$ cat src/rtl/dsvf_pkg.sv
`default_nettype none

package dsvf_pkg;

    // Default widths
    localparam int SAMPLE_BITS_DEF    = 24;
    localparam int COEF_FRAC_BITS_DEF = 16;

    // Configuration register indexes
    localparam int CFG_ADDR_BITS = 3;
    localparam logic [CFG_ADDR_BITS-1:0] CFG_FREQ1 = 3'd0;
    localparam logic [CFG_ADDR_BITS-1:0] CFG_DAMP1 = 3'd1;
    localparam logic [CFG_ADDR_BITS-1:0] CFG_FREQ2 = 3'd2;
    localparam logic [CFG_ADDR_BITS-1:0] CFG_DAMP2 = 3'd3;
    localparam logic [CFG_ADDR_BITS-1:0] CFG_MODE1 = 3'd4;
    localparam logic [CFG_ADDR_BITS-1:0] CFG_MODE2 = 3'd5;

    // Filter tap modes
    localparam int MODE_BITS = 3;
    localparam logic [MODE_BITS-1:0] MODE_LOW   = 3'd0;
    localparam logic [MODE_BITS-1:0] MODE_HIGH  = 3'd1;
    localparam logic [MODE_BITS-1:0] MODE_NOTCH = 3'd2;
    localparam logic [MODE_BITS-1:0] MODE_BAND  = 3'd3;
    localparam logic [MODE_BITS-1:0] MODE_PEAK  = 3'd4;
    localparam logic [MODE_BITS-1:0] MODE_OFF   = 3'd5;

    // Datapath register codes
    localparam logic [3:0] REG_X    = 4'd0;
    localparam logic [3:0] REG_MEAN = 4'd1;
    localparam logic [3:0] REG_L1   = 4'd2;
    localparam logic [3:0] REG_B1   = 4'd3;
    localparam logic [3:0] REG_N1   = 4'd4;
    localparam logic [3:0] REG_H1   = 4'd5;
    localparam logic [3:0] REG_L2   = 4'd6;
    localparam logic [3:0] REG_B2   = 4'd7;
    localparam logic [3:0] REG_N2   = 4'd8;
    localparam logic [3:0] REG_H2   = 4'd9;
    localparam logic [3:0] REG_V    = 4'd10;

    // Coefficient select codes
    localparam logic [1:0] COEF_F1 = 2'd0;
    localparam logic [1:0] COEF_D1 = 2'd1;
    localparam logic [1:0] COEF_F2 = 2'd2;
    localparam logic [1:0] COEF_D2 = 2'd3;

    // ALU operations
    localparam logic [1:0] OP_NONE  = 2'd0;
    localparam logic [1:0] OP_ADD   = 2'd1;
    localparam logic [1:0] OP_TAP1  = 2'd2;
    localparam logic [1:0] OP_FINAL = 2'd3;

    // Phases of one filter half-step
    localparam logic [2:0] PH_DAMP_MUL = 3'd0;
    localparam logic [2:0] PH_NOTCH    = 3'd1;
    localparam logic [2:0] PH_LOW      = 3'd2;
    localparam logic [2:0] PH_HIGH     = 3'd3;
    localparam logic [2:0] PH_BAND_MUL = 3'd4;
    localparam logic [2:0] PH_BAND     = 3'd5;

    // Program layout
    localparam int STEP_BITS = 5;
    localparam logic [STEP_BITS-1:0] STEP_TAP1A = 5'd6;
    localparam logic [STEP_BITS-1:0] STEP_S2A   = 5'd7;
    localparam logic [STEP_BITS-1:0] STEP_S1B   = 5'd13;
    localparam logic [STEP_BITS-1:0] STEP_TAP1B = 5'd19;
    localparam logic [STEP_BITS-1:0] STEP_S2B   = 5'd20;
    localparam logic [STEP_BITS-1:0] STEP_FINAL = 5'd26;

    // One control word
    typedef struct packed {
        logic                 mul_en;
        logic [1:0]           mul_coef;
        logic [3:0]           mul_src;
        logic [1:0]           alu_op;
        logic [3:0]           alu_dst;
        logic [3:0]           alu_a;
        logic                 alu_b_prod;
        logic                 alu_b_neg;
        logic [3:0]           alu_b;
        logic                 jmp_off;
        logic [STEP_BITS-1:0] jmp_tgt;
        logic                 last;
    } t_uword;

    // Sequencer to datapath
    typedef struct packed {
        logic   load;
        logic   exec;
        t_uword uw;
    } t_seq_cmd;

    // Control word for one phase of a half-step
    function automatic t_uword dsvf_half(input logic [2:0] ph, input logic st2,
                                         input logic [3:0] src);
        t_uword     w;
        logic [3:0] lo;
        logic [3:0] bd;
        logic [3:0] nt;
        logic [3:0] hi;
        logic [1:0] cfq;
        logic [1:0] cdp;
        w   = '0;
        lo  = st2 ? REG_L2 : REG_L1;
        bd  = st2 ? REG_B2 : REG_B1;
        nt  = st2 ? REG_N2 : REG_N1;
        hi  = st2 ? REG_H2 : REG_H1;
        cfq = st2 ? COEF_F2 : COEF_F1;
        cdp = st2 ? COEF_D2 : COEF_D1;
        case (ph)
            PH_DAMP_MUL: begin
                w.mul_en   = 1'b1;
                w.mul_coef = cdp;
                w.mul_src  = bd;
            end
            PH_NOTCH: begin
                w.alu_op     = OP_ADD;
                w.alu_dst    = nt;
                w.alu_a      = src;
                w.alu_b_prod = 1'b1;
                w.alu_b_neg  = 1'b1;
                w.mul_en     = 1'b1;
                w.mul_coef   = cfq;
                w.mul_src    = bd;
            end
            PH_LOW: begin
                w.alu_op     = OP_ADD;
                w.alu_dst    = lo;
                w.alu_a      = lo;
                w.alu_b_prod = 1'b1;
            end
            PH_HIGH: begin
                w.alu_op    = OP_ADD;
                w.alu_dst   = hi;
                w.alu_a     = nt;
                w.alu_b     = lo;
                w.alu_b_neg = 1'b1;
            end
            PH_BAND_MUL: begin
                w.mul_en   = 1'b1;
                w.mul_coef = cfq;
                w.mul_src  = hi;
            end
            PH_BAND: begin
                w.alu_op     = OP_ADD;
                w.alu_dst    = bd;
                w.alu_a      = bd;
                w.alu_b_prod = 1'b1;
            end
            default: ;
        endcase
        return w;
    endfunction

    // Microprogram ROM
    function automatic t_uword dsvf_ucode(input logic [STEP_BITS-1:0] step);
        t_uword w;
        w = '0;
        priority if (step < STEP_TAP1A) begin
            w = dsvf_half(step[2:0], 1'b0, REG_MEAN);
        end else if (step == STEP_TAP1A) begin
            w.alu_op  = OP_TAP1;
            w.alu_dst = REG_V;
            w.alu_a   = REG_MEAN;
            w.alu_b   = REG_B1;
            w.jmp_off = 1'b1;
            w.jmp_tgt = STEP_S1B;
        end else if (step < STEP_S1B) begin
            w = dsvf_half(3'(step - STEP_S2A), 1'b1, REG_V);
        end else if (step < STEP_TAP1B) begin
            w = dsvf_half(3'(step - STEP_S1B), 1'b0, REG_X);
        end else if (step == STEP_TAP1B) begin
            w.alu_op  = OP_TAP1;
            w.alu_dst = REG_V;
            w.alu_a   = REG_X;
            w.alu_b   = REG_B1;
            w.jmp_off = 1'b1;
            w.jmp_tgt = STEP_FINAL;
        end else if (step < STEP_FINAL) begin
            w = dsvf_half(3'(step - STEP_S2B), 1'b1, REG_V);
        end else if (step == STEP_FINAL) begin
            w.alu_op = OP_FINAL;
            w.alu_a  = REG_V;
            w.alu_b  = REG_B2;
            w.last   = 1'b1;
        end
        return w;
    endfunction

endpackage

`default_nettype wire

$ cat src/rtl/dsvf_seq.sv
`default_nettype none

module dsvf_seq (
    input  wire logic               i_clk,
    input  wire logic               i_rst_n,
    input  wire logic               i_in_valid,
    output logic                    o_in_stall,
    output logic                    o_out_valid,
    input  wire logic               i_out_stall,
    input  wire logic               i_stage2_off,
    output dsvf_pkg::t_seq_cmd      o_cmd
);

    logic                           r_busy;
    logic                           n_busy;
    logic [dsvf_pkg::STEP_BITS-1:0] r_step;
    logic [dsvf_pkg::STEP_BITS-1:0] n_step;
    logic                           r_out_valid;
    logic                           n_out_valid;
    dsvf_pkg::t_uword               uw;
    logic                           hold;
    logic                           exec;
    logic                           load;

    // Control word fetch; last step waits for a free output register
    always_comb begin
        uw   = dsvf_pkg::dsvf_ucode(r_step);
        hold = uw.last && r_out_valid && i_out_stall;
        exec = r_busy && !hold;
        load = i_in_valid && !r_busy;
    end

    // Step counter with conditional jump
    always_comb begin
        n_busy = r_busy;
        n_step = r_step;
        if (load) begin
            n_busy = 1'b1;
            n_step = '0;
        end else if (exec) begin
            if (uw.last) begin
                n_busy = 1'b0;
            end else if (uw.jmp_off && i_stage2_off) begin
                n_step = uw.jmp_tgt;
            end else begin
                n_step = r_step + 1'b1;
            end
        end
    end

    // Output word valid flag
    always_comb begin
        n_out_valid = r_out_valid;
        if (exec && uw.last) begin
            n_out_valid = 1'b1;
        end else if (r_out_valid && !i_out_stall) begin
            n_out_valid = 1'b0;
        end
    end

    always_ff @(posedge i_clk) begin
        if (!i_rst_n) begin
            r_busy      <= 1'b0;
            r_step      <= '0;
            r_out_valid <= 1'b0;
        end else begin
            r_busy      <= n_busy;
            r_step      <= n_step;
            r_out_valid <= n_out_valid;
        end
    end

    assign o_in_stall  = r_busy;
    assign o_out_valid = r_out_valid;
    assign o_cmd.load  = load;
    assign o_cmd.exec  = exec;
    assign o_cmd.uw    = uw;

endmodule

`default_nettype wire

$ cat src/rtl/dsvf_dp.sv
`default_nettype none

module dsvf_dp #(
    parameter int SAMPLE_BITS    = dsvf_pkg::SAMPLE_BITS_DEF,
    parameter int COEF_FRAC_BITS = dsvf_pkg::COEF_FRAC_BITS_DEF
) (
    input  wire logic                                i_clk,
    input  wire logic                                i_rst_n,
    input  wire dsvf_pkg::t_seq_cmd                  i_cmd,
    input  wire logic signed [SAMPLE_BITS-1:0]       i_sample_in,
    input  wire logic [COEF_FRAC_BITS+1:0]           i_freq1,
    input  wire logic [COEF_FRAC_BITS+1:0]           i_damp1,
    input  wire logic [COEF_FRAC_BITS+1:0]           i_freq2,
    input  wire logic [COEF_FRAC_BITS+1:0]           i_damp2,
    input  wire logic [dsvf_pkg::MODE_BITS-1:0]      i_mode1,
    input  wire logic [dsvf_pkg::MODE_BITS-1:0]      i_mode2,
    output logic signed [SAMPLE_BITS-1:0]            o_sample_out
);

    localparam int SW  = SAMPLE_BITS + 8;          // state width, Q8.x
    localparam int EXT = SW - SAMPLE_BITS;
    localparam int CW  = COEF_FRAC_BITS + 2;
    localparam int PW  = CW + 1 + SW;              // product width
    localparam int RW  = PW + 1 - COEF_FRAC_BITS;  // rounded product width
    localparam int AW  = SW + 5;                   // adder width
    localparam logic [PW:0] ROUND_ONE =
        {{(PW + 1 - COEF_FRAC_BITS){1'b0}}, 1'b1, {(COEF_FRAC_BITS - 1){1'b0}}};

    // Saturate an adder result to the state range
    function automatic logic signed [SW-1:0] sat_state(input logic signed [AW-1:0] v);
        logic [AW-SW:0] top;
        top = v[AW-1:SW-1];
        if (&top || !(|top)) begin
            return v[SW-1:0];
        end
        return v[AW-1] ? {1'b1, {(SW-1){1'b0}}} : {1'b0, {(SW-1){1'b1}}};
    endfunction

    // State and scratch registers
    logic signed [SW-1:0]          r_x;
    logic signed [SW-1:0]          r_mean;
    logic signed [SW-1:0]          r_l1;
    logic signed [SW-1:0]          r_b1;
    logic signed [SW-1:0]          r_n1;
    logic signed [SW-1:0]          r_h1;
    logic signed [SW-1:0]          r_l2;
    logic signed [SW-1:0]          r_b2;
    logic signed [SW-1:0]          r_n2;
    logic signed [SW-1:0]          r_h2;
    logic signed [SW-1:0]          r_v;
    logic signed [PW-1:0]          r_prod;
    logic signed [SAMPLE_BITS-1:0] r_sample_out;

    logic signed [SAMPLE_BITS:0]   mean_sum;
    logic signed [SW-1:0]          x_ext;
    logic signed [SW-1:0]          mean_ext;
    logic signed [SW-1:0]          a_val;
    logic signed [SW-1:0]          b_val;
    logic signed [SW-1:0]          m_val;
    logic [CW-1:0]                 coef;
    logic signed [CW:0]            mul_a;
    logic signed [PW:0]            rnd_sum;
    logic signed [RW-1:0]          prod_rnd;
    logic signed [AW-1:0]          a_ext;
    logic signed [AW-1:0]          b_ext;
    logic signed [AW-1:0]          b_opr;
    logic signed [AW-1:0]          add_sum;
    logic signed [SW-1:0]          add_sat;
    logic signed [SW-1:0]          tap1;
    logic signed [SW-1:0]          peak2;
    logic signed [SW-1:0]          fin;
    logic signed [SW-1:0]          alu_res;
    logic [EXT:0]                  fin_top;
    logic signed [SAMPLE_BITS-1:0] fin_clamp;
    logic                          wr;

    // Incoming word and the mean with the previous one (floor)
    always_comb begin
        mean_sum = {r_x[SAMPLE_BITS-1], r_x[SAMPLE_BITS-1:0]}
                 + {i_sample_in[SAMPLE_BITS-1], i_sample_in};
        x_ext    = {{EXT{i_sample_in[SAMPLE_BITS-1]}}, i_sample_in};
        mean_ext = {{EXT{mean_sum[SAMPLE_BITS]}}, mean_sum[SAMPLE_BITS:1]};
    end

    // Operand A select
    always_comb begin
        unique case (i_cmd.uw.alu_a)
            dsvf_pkg::REG_X:    a_val = r_x;
            dsvf_pkg::REG_MEAN: a_val = r_mean;
            dsvf_pkg::REG_L1:   a_val = r_l1;
            dsvf_pkg::REG_B1:   a_val = r_b1;
            dsvf_pkg::REG_N1:   a_val = r_n1;
            dsvf_pkg::REG_H1:   a_val = r_h1;
            dsvf_pkg::REG_L2:   a_val = r_l2;
            dsvf_pkg::REG_B2:   a_val = r_b2;
            dsvf_pkg::REG_N2:   a_val = r_n2;
            dsvf_pkg::REG_H2:   a_val = r_h2;
            dsvf_pkg::REG_V:    a_val = r_v;
            default:            a_val = '0;
        endcase
    end

    // Operand B select
    always_comb begin
        unique case (i_cmd.uw.alu_b)
            dsvf_pkg::REG_X:    b_val = r_x;
            dsvf_pkg::REG_MEAN: b_val = r_mean;
            dsvf_pkg::REG_L1:   b_val = r_l1;
            dsvf_pkg::REG_B1:   b_val = r_b1;
            dsvf_pkg::REG_N1:   b_val = r_n1;
            dsvf_pkg::REG_H1:   b_val = r_h1;
            dsvf_pkg::REG_L2:   b_val = r_l2;
            dsvf_pkg::REG_B2:   b_val = r_b2;
            dsvf_pkg::REG_N2:   b_val = r_n2;
            dsvf_pkg::REG_H2:   b_val = r_h2;
            dsvf_pkg::REG_V:    b_val = r_v;
            default:            b_val = '0;
        endcase
    end

    // Multiplier operand select
    always_comb begin
        unique case (i_cmd.uw.mul_src)
            dsvf_pkg::REG_B1: m_val = r_b1;
            dsvf_pkg::REG_H1: m_val = r_h1;
            dsvf_pkg::REG_B2: m_val = r_b2;
            dsvf_pkg::REG_H2: m_val = r_h2;
            default:          m_val = '0;
        endcase
        unique case (i_cmd.uw.mul_coef)
            dsvf_pkg::COEF_F1: coef = i_freq1;
            dsvf_pkg::COEF_D1: coef = i_damp1;
            dsvf_pkg::COEF_F2: coef = i_freq2;
            dsvf_pkg::COEF_D2: coef = i_damp2;
        endcase
        mul_a = {1'b0, coef};
    end

    // Round the product to the state scale, then add or subtract
    always_comb begin
        rnd_sum  = {r_prod[PW-1], r_prod} + ROUND_ONE;
        prod_rnd = rnd_sum[PW:COEF_FRAC_BITS];
        a_ext    = {{(AW-SW){a_val[SW-1]}}, a_val};
        b_ext    = i_cmd.uw.alu_b_prod ? {{(AW-RW){prod_rnd[RW-1]}}, prod_rnd}
                                       : {{(AW-SW){b_val[SW-1]}}, b_val};
        b_opr    = i_cmd.uw.alu_b_neg ? -b_ext : b_ext;
        add_sum  = a_ext + b_opr;
        add_sat  = sat_state(add_sum);
    end

    // Stage one tap; peak is input plus band
    always_comb begin
        unique case (i_mode1)
            dsvf_pkg::MODE_HIGH:  tap1 = r_h1;
            dsvf_pkg::MODE_NOTCH: tap1 = r_n1;
            dsvf_pkg::MODE_BAND:  tap1 = r_b1;
            dsvf_pkg::MODE_PEAK:  tap1 = add_sat;
            default:              tap1 = r_l1;
        endcase
    end

    // Result tap; stage two off passes stage one through
    always_comb begin
        peak2 = (i_mode1 == dsvf_pkg::MODE_PEAK) ? {add_sat[SW-1], add_sat[SW-1:1]}
                                                  : add_sat;
        unique case (i_mode2)
            dsvf_pkg::MODE_LOW:   fin = r_l2;
            dsvf_pkg::MODE_HIGH:  fin = r_h2;
            dsvf_pkg::MODE_NOTCH: fin = r_n2;
            dsvf_pkg::MODE_BAND:  fin = r_b2;
            dsvf_pkg::MODE_PEAK:  fin = peak2;
            default:              fin = r_v;
        endcase
        fin_top = fin[SW-1:SAMPLE_BITS-1];
        if (&fin_top || !(|fin_top)) begin
            fin_clamp = fin[SAMPLE_BITS-1:0];
        end else begin
            fin_clamp = fin[SW-1] ? {1'b1, {(SAMPLE_BITS-1){1'b0}}}
                                  : {1'b0, {(SAMPLE_BITS-1){1'b1}}};
        end
    end

    always_comb begin
        unique case (i_cmd.uw.alu_op)
            dsvf_pkg::OP_ADD:  alu_res = add_sat;
            dsvf_pkg::OP_TAP1: alu_res = tap1;
            default:           alu_res = '0;
        endcase
        wr = i_cmd.exec && ((i_cmd.uw.alu_op == dsvf_pkg::OP_ADD)
                         || (i_cmd.uw.alu_op == dsvf_pkg::OP_TAP1));
    end

    // Filter state, cleared at reset
    always_ff @(posedge i_clk) begin
        if (!i_rst_n) begin
            r_x  <= '0;
            r_l1 <= '0;
            r_b1 <= '0;
            r_l2 <= '0;
            r_b2 <= '0;
        end else begin
            if (i_cmd.load) begin
                r_x <= x_ext;
            end
            if (wr) begin
                unique case (i_cmd.uw.alu_dst)
                    dsvf_pkg::REG_L1: r_l1 <= alu_res;
                    dsvf_pkg::REG_B1: r_b1 <= alu_res;
                    dsvf_pkg::REG_L2: r_l2 <= alu_res;
                    dsvf_pkg::REG_B2: r_b2 <= alu_res;
                    default: ;
                endcase
            end
        end
    end

    // Scratch registers, product and output word
    always_ff @(posedge i_clk) begin
        if (i_cmd.load) begin
            r_mean <= mean_ext;
        end
        if (i_cmd.exec && i_cmd.uw.mul_en) begin
            r_prod <= mul_a * m_val;
        end
        if (wr) begin
            unique case (i_cmd.uw.alu_dst)
                dsvf_pkg::REG_N1: r_n1 <= alu_res;
                dsvf_pkg::REG_H1: r_h1 <= alu_res;
                dsvf_pkg::REG_N2: r_n2 <= alu_res;
                dsvf_pkg::REG_H2: r_h2 <= alu_res;
                dsvf_pkg::REG_V:  r_v  <= alu_res;
                default: ;
            endcase
        end
        if (i_cmd.exec && i_cmd.uw.alu_op == dsvf_pkg::OP_FINAL) begin
            r_sample_out <= fin_clamp;
        end
    end

    assign o_sample_out = r_sample_out;

endmodule

`default_nettype wire

$ cat src/rtl/dual_state_variable_filter.sv
`default_nettype none

// Two cascaded Chamberlin state variable filters, each run twice per sample
// (first half-step on the mean of the previous and current sample, second on
// the current sample). Samples are signed Q0.(SAMPLE_BITS-1), coefficients
// unsigned Q2.COEF_FRAC_BITS, and state saturates in Q8.(SAMPLE_BITS-1). One
// shared multiplier and one adder are driven by a 27-step microprogram; each
// half-step takes six steps because its three multiplies and four saturating
// adds go through that single multiplier and adder in turn. The result word of
// a sample is written by the final step; with stage two off, the program jumps
// over the stage-two steps. The next sample can be accepted as soon as the word
// is valid. The input is stalled while a sample is in work; a finished word
// waits in the output register and the next sample may be accepted meanwhile,
// but its final step waits until that word has been taken. Configuration is
// written through i_cfg_we/i_cfg_addr/i_cfg_data while the block is idle; the
// user must keep to this, as the block does not enforce it. Unknown indexes
// are ignored.
module dual_state_variable_filter #(
    parameter int SAMPLE_BITS    = dsvf_pkg::SAMPLE_BITS_DEF,
    parameter int COEF_FRAC_BITS = dsvf_pkg::COEF_FRAC_BITS_DEF
) (
    input  wire logic                                  i_clk,
    input  wire logic                                  i_rst_n,
    input  wire logic                                  i_cfg_we,
    input  wire logic [dsvf_pkg::CFG_ADDR_BITS-1:0]    i_cfg_addr,
    input  wire logic [COEF_FRAC_BITS+1:0]             i_cfg_data,
    input  wire logic                                  i_in_valid,
    output logic                                       o_in_stall,
    input  wire logic signed [SAMPLE_BITS-1:0]         i_sample_in,
    output logic                                       o_out_valid,
    input  wire logic                                  i_out_stall,
    output logic signed [SAMPLE_BITS-1:0]              o_sample_out
);

    localparam int CW = COEF_FRAC_BITS + 2;
    localparam logic [CW-1:0] DAMP_RESET = {2'b10, {COEF_FRAC_BITS{1'b0}}};

    logic [CW-1:0]                  r_freq1;
    logic [CW-1:0]                  r_damp1;
    logic [CW-1:0]                  r_freq2;
    logic [CW-1:0]                  r_damp2;
    logic [dsvf_pkg::MODE_BITS-1:0] r_mode1;
    logic [dsvf_pkg::MODE_BITS-1:0] r_mode2;
    logic                           stage2_off;
    dsvf_pkg::t_seq_cmd             cmd;

    // Configuration registers
    always_ff @(posedge i_clk) begin
        if (!i_rst_n) begin
            r_freq1 <= '0;
            r_damp1 <= DAMP_RESET;
            r_freq2 <= '0;
            r_damp2 <= DAMP_RESET;
            r_mode1 <= dsvf_pkg::MODE_LOW;
            r_mode2 <= dsvf_pkg::MODE_OFF;
        end else if (i_cfg_we) begin
            unique case (i_cfg_addr)
                dsvf_pkg::CFG_FREQ1: r_freq1 <= i_cfg_data;
                dsvf_pkg::CFG_DAMP1: r_damp1 <= i_cfg_data;
                dsvf_pkg::CFG_FREQ2: r_freq2 <= i_cfg_data;
                dsvf_pkg::CFG_DAMP2: r_damp2 <= i_cfg_data;
                dsvf_pkg::CFG_MODE1: r_mode1 <= i_cfg_data[dsvf_pkg::MODE_BITS-1:0];
                dsvf_pkg::CFG_MODE2: r_mode2 <= i_cfg_data[dsvf_pkg::MODE_BITS-1:0];
                default: ;
            endcase
        end
    end

    // Any mode code from off upward bypasses stage two
    assign stage2_off = (r_mode2 >= dsvf_pkg::MODE_OFF);

    dsvf_seq u_seq (
        .i_clk        (i_clk),
        .i_rst_n      (i_rst_n),
        .i_in_valid   (i_in_valid),
        .o_in_stall   (o_in_stall),
        .o_out_valid  (o_out_valid),
        .i_out_stall  (i_out_stall),
        .i_stage2_off (stage2_off),
        .o_cmd        (cmd)
    );

    dsvf_dp #(
        .SAMPLE_BITS    (SAMPLE_BITS),
        .COEF_FRAC_BITS (COEF_FRAC_BITS)
    ) u_dp (
        .i_clk        (i_clk),
        .i_rst_n      (i_rst_n),
        .i_cmd        (cmd),
        .i_sample_in  (i_sample_in),
        .i_freq1      (r_freq1),
        .i_damp1      (r_damp1),
        .i_freq2      (r_freq2),
        .i_damp2      (r_damp2),
        .i_mode1      (r_mode1),
        .i_mode2      (r_mode2),
        .o_sample_out (o_sample_out)
    );

    // One sample in work at a time
    a_one_in_flight: assert property (@(posedge i_clk) disable iff (!i_rst_n)
        (i_in_valid && !o_in_stall) |=> o_in_stall)
        else $error("input accepted while a sample is in work");

    // The output register is never overwritten while a word waits
    a_no_overwrite: assert property (@(posedge i_clk) disable iff (!i_rst_n)
        (cmd.exec && cmd.uw.last) |-> (!o_out_valid || !i_out_stall))
        else $error("output word overwritten");

    // A result appears only after the final program step
    a_valid_from_final: assert property (@(posedge i_clk) disable iff (!i_rst_n)
        $rose(o_out_valid) |-> $past(cmd.exec && cmd.uw.last))
        else $error("output valid without final step");

endmodule

`default_nettype wire

$ cat config.mk
export PLATFORM = sky130hd
export DESIGN_NAME = dual_state_variable_filter
export DESIGN_NICKNAME = d
export VERILOG_FILES = /design/src/rtl/dsvf_pkg.sv /design/src/rtl/dsvf_seq.sv /design/src/rtl/dsvf_dp.sv /design/src/rtl/dual_state_variable_filter.sv
export SDC_FILE = /design/constraint.sdc
export NUM_CORES = 2
export LEC_CHECK = 0
export BUFFER_PORTS_ARGS = -buffer_cell sky130_fd_sc_hd__buf_2
export CAP_MARGIN = 20
export CELL_PAD_IN_SITES_DETAIL_PLACEMENT = 1
export CELL_PAD_IN_SITES_GLOBAL_PLACEMENT = 1
export CORE_MARGIN = 2
export CORE_UTILIZATION = 51
export CTS_CLUSTER_DIAMETER = 50
export DETAILED_ROUTE_END_ITERATION = 12
export PLACE_DENSITY = 0.86
export SYNTH_ARGS = -nofsm -noshare
export SYNTH_HDL_FRONTEND = slang
export SYNTH_SLANG_ARGS = --single-unit
$ cat constraint.sdc
create_clock -name i_clk -period 11.8 [get_ports i_clk]
set_input_delay 1.18 -clock i_clk [delete_from_list [all_inputs] [get_ports i_clk]]
set_output_delay 1.18 -clock i_clk [all_outputs]
set_load 0.03 [all_outputs]
==> impl_metrics.json <==
{
  "clkPwrFrac_pct": 36.9,
  "dpl-instance-area_um2": 52800,
  "grt_usage_pct": 46.7,
  "power_mw": 5.32,
  "vias_per_cell": 6.89,
  "hold_ws_ns": 0.468,
  "ys_seq_area_share_pct": 24.3,
  "synth_top_cell_area_share_pct": 22.5,
  "crit_type": "register to register",
  "dr.pass1.iters": 7,
  "p_seq_share_pct": 34.7,
  "slew_viol_final": 0,
  "drt_wl_total_um": 234000,
  "rsz0062_at_grt": "false",
  "grt-ovfl-total": 0,
  "synth_edf_count": 244,
  "min-delay-path-class": "register to register",
  "synthSimpleGateAreaFrac_pct": 15.3,
  "maxCapViolations": 0,
  "synth_top_family_by_area": "adder cells",
  "pwr-share-comb_pct": 28.4,
  "fin_util_pct": 56.9,
  "grt_pass1_wl_um": 338000,
  "synth_nets": 6271,
  "fin_area_um2": 55000,
  "fmax_mhz": 86.9,
  "drc": 0,
  "fin_cells": 6896,
  "p_leak_nw": 22.5,
  "synth_cells": 5467,
  "avgSynthCellArea_um2": 9.09,
  "fin_crit_sh_pct": 97.6,
  "antenna_found_initial": 17,
  "yosysWarnings": 0,
  "insertion_delay_ns": 0.69,
  "io_buffer_count": 75,
  "synthMuxAreaShare_pct": 6.78,
  "pin_count": 76,
  "multi_input_area_um2": 34100,
  "antenna_left": 0,
  "yosysTopAreaCell": "fa_1",
  "worstPathRequired_ns": 12.21,
  "place_hpwl_um": 171000,
  "cts_hold_buf": 0,
  "place_inst": 6768,
  "skew_ns": 0.0350,
  "tns_ns": 0,
  "drtIter0Drc": 6546,
  "tritoncts": "built",
  "critPathArrivalTime_ns": 11.92,
  "via_count": 47500,
  "p_int_mw": 3.35,
  "hold_viol": 0,
  "fin_crit_ns": 11.51,
  "die_h_um": 316,
  "synthXorXnorAreaFrac_pct": 2.54,
  "ys.flop_type": "edfxtp_1",
  "cts_sinks": 481,
  "cpPeakStageDelay_ns": 0.73,
  "rows": 114,
  "seqCellArea_um2": 12100,
  "crit_top_cell": "fa_1",
  "vdd_drop_max_mv": 0.155,
  "layout_setup_ws_ns": 0.288,
  "htreeDepth": 2,
  "setup_viol": 0,
  "numCtsBuffers": 59,
  "area_growth_pct": 10.6,
  "synth_compound_area_share_pct": 15.9,
  "drive_above_1_share_pct": 11.5,
  "gp_congestion": 1.08,
  "grt_pass1_vias": 50100,
  "synth_cell_type_count": 111,
  "pre_cts_ws_ns": 0.501,
  "grt_max_degree": 88,
  "p_per_area_nw_per_um2": 96.8,
  "nets": 6362,
  "sw_frac_of_total_pct": 37.1,
  "synth-adder-area-share_pct": 27.5,
  "crit_family": "compound AO/OA/AOI/OAI gates",
  "fill_cells": 10900,
  "path_buf_inv": 6,
  "wl_per_cell_um": 33.9,
  "die_x_um": 316,
  "ys_seq_elements": 481,
  "power_switching_mw": 1.97,
  "cp_slowest_cell": "mux2i_1",
  "netlist_area_um2": 49700,
  "synth.area.top_cells": "fa_1 22%, edfxtp_1 15%, dfxtp_1 9.5%, nand2_1 6.2%, ha_1 4.9%",
  "initial_core_util_pct": 51.4,
  "worstPathMaxFanout": 36,
  "cts_buffer_depth": 3,
  "maxSlewHeadroom_pct": 13.8,
  "end_kind": "register",
  "async_flop_share_pct": 0,
  "cts.clk_slew.worst_paths_ns": 0.07,
  "critPathLaunchType": "register",
  "worst_pin_slew_ns": 1.29,
  "dieArea_um2": 99900,
  "root_buffer": "clkbuf_16",
  "core_area_um2": 96600,
  "status": "completed"
}
## cell usage after synthesis, types with 80 or more instances
cell type	n
nor2b_1	107
dfxtp_1	237
ha_1	196
o21ai_0	149
nand3_1	80
nand2_1	823
clkbuf_1	263
nor2_1	465
a21oi_1	225
xnor2_1	82
edfxtp_1	244
a221oi_1	99
inv_1	630
fa_1	558
mux2i_1	213
a21boi_0	108
## power by group through the flow
stage	logic, mW	clock network, mW	registers (mW)
detailed placement	1.40	0	1.87
finish	1.51	1.96	1.85
global route	1.55	2.01	1.84
CTS	1.42	1.94	1.84
floorplan	0.802	0	1.85
global placement	1.36	0	1.87
## kinds of logic after synthesis
group | Yosys count
muxes | 281
adders and majority gates | 759
and+or+nand+nor | 1735
xor gates and xnor gates | 143
AOI/OAI and AO/OA | 1095
buffers and inverters | 973
DFF | 481
## layout make-up
type	count	area share, %
Multi-Input combinational cell	4013	62.0
Tap cell	1276	2.91
Antenna cell	11	0.0501
Timing Repair Buffer	370	4.97
Sequential cell	481	22.0
Inverter	633	4.32
Clock inverter	31	0.656
Clock buffer	81	3.08
## cell usage in the layout (no fill, tap or decap), types with 41 or more instances in the layout
cell       instances
a21boi_0         107
a21o_1            41
a21oi_1          216
a221o_1           43
a221oi_1          99
a22oi_1           51
and2_1            46
buf_2             75
buf_4            282
clkbuf_16         61
dfxtp_1          232
edfxtp_1         244
fa_1             558
ha_1             194
inv_1            630
mux2i_1          208
mux4_2            42
nand2_1          823
nand2b_1          43
nand3_1           80
nor2_1           453
nor2b_1          106
o21ai_0          149
o22ai_1           62
xnor2_1           82
xor2_1            60
## worst register-to-register path: cells and delay by family, from the launching register on
family | cells | cell delay [ns]
flip-flops | 1 | 0.34
multiplexers | 2 | 1.49
XOR/XNOR | 1 | 0.10
AO/OA/AOI/OAI | 15 | 3.92
AND/OR/NAND/NOR | 4 | 0.85
adder cells (fa/ha/maj) | 8 | 3.45
buffers and inverters | 6 | 1.12
## flip-flops by register name (all words and copies together), names as in the netlist, 24 cells and up
register and cells:
u_dp.r_l2 32, u_dp.r_h2 32, u_dp.r_l1 32, u_dp.r_b1 32, u_dp.o_sample_out 24, u_dp.r_b2 32, u_dp.r_n2 32, u_dp.r_v 32
u_dp.r_h1 32, u_dp.r_prod 36, u_dp.r_x 24, u_dp.r_n1 32, u_dp.r_mean 24
## worst paths after layout
check	from	to	slack, ns	cells past startpoint
worst min register to register	r_damp2[12]	r_damp2[12]	0.47	2
worst max-delay path	u_seq.r_step[0]	u_dp.r_prod[50]	0.29	36
worst max register to register	u_seq.r_step[0]	u_dp.r_prod[50]	0.29	36
worst min-delay path	r_damp2[12]	r_damp2[12]	0.47	2
## what timing repair did
item	in CTS	in global routing
endpoints found under the setup margin	0	4
gates resized for setup	0	4
buffers inserted	0	0
endpoints found under the hold margin	0	0
## metal layers
| layer | track usage (%) | part of all wire [%] | vias to the layer above |
|---|---|---|---|
| met3 | 20.1 | 15 | 1243 |
| met2 | 67.8 | 42 | 3718 |
| met1 | 55.1 | 34 | 23800 |
| met5 | 0.900 | 0.079 | - |
| met4 | 33.9 | 9.1 | 16 |
| li1 | - | - | 18800 |
(Power assumes the default switching activity.)
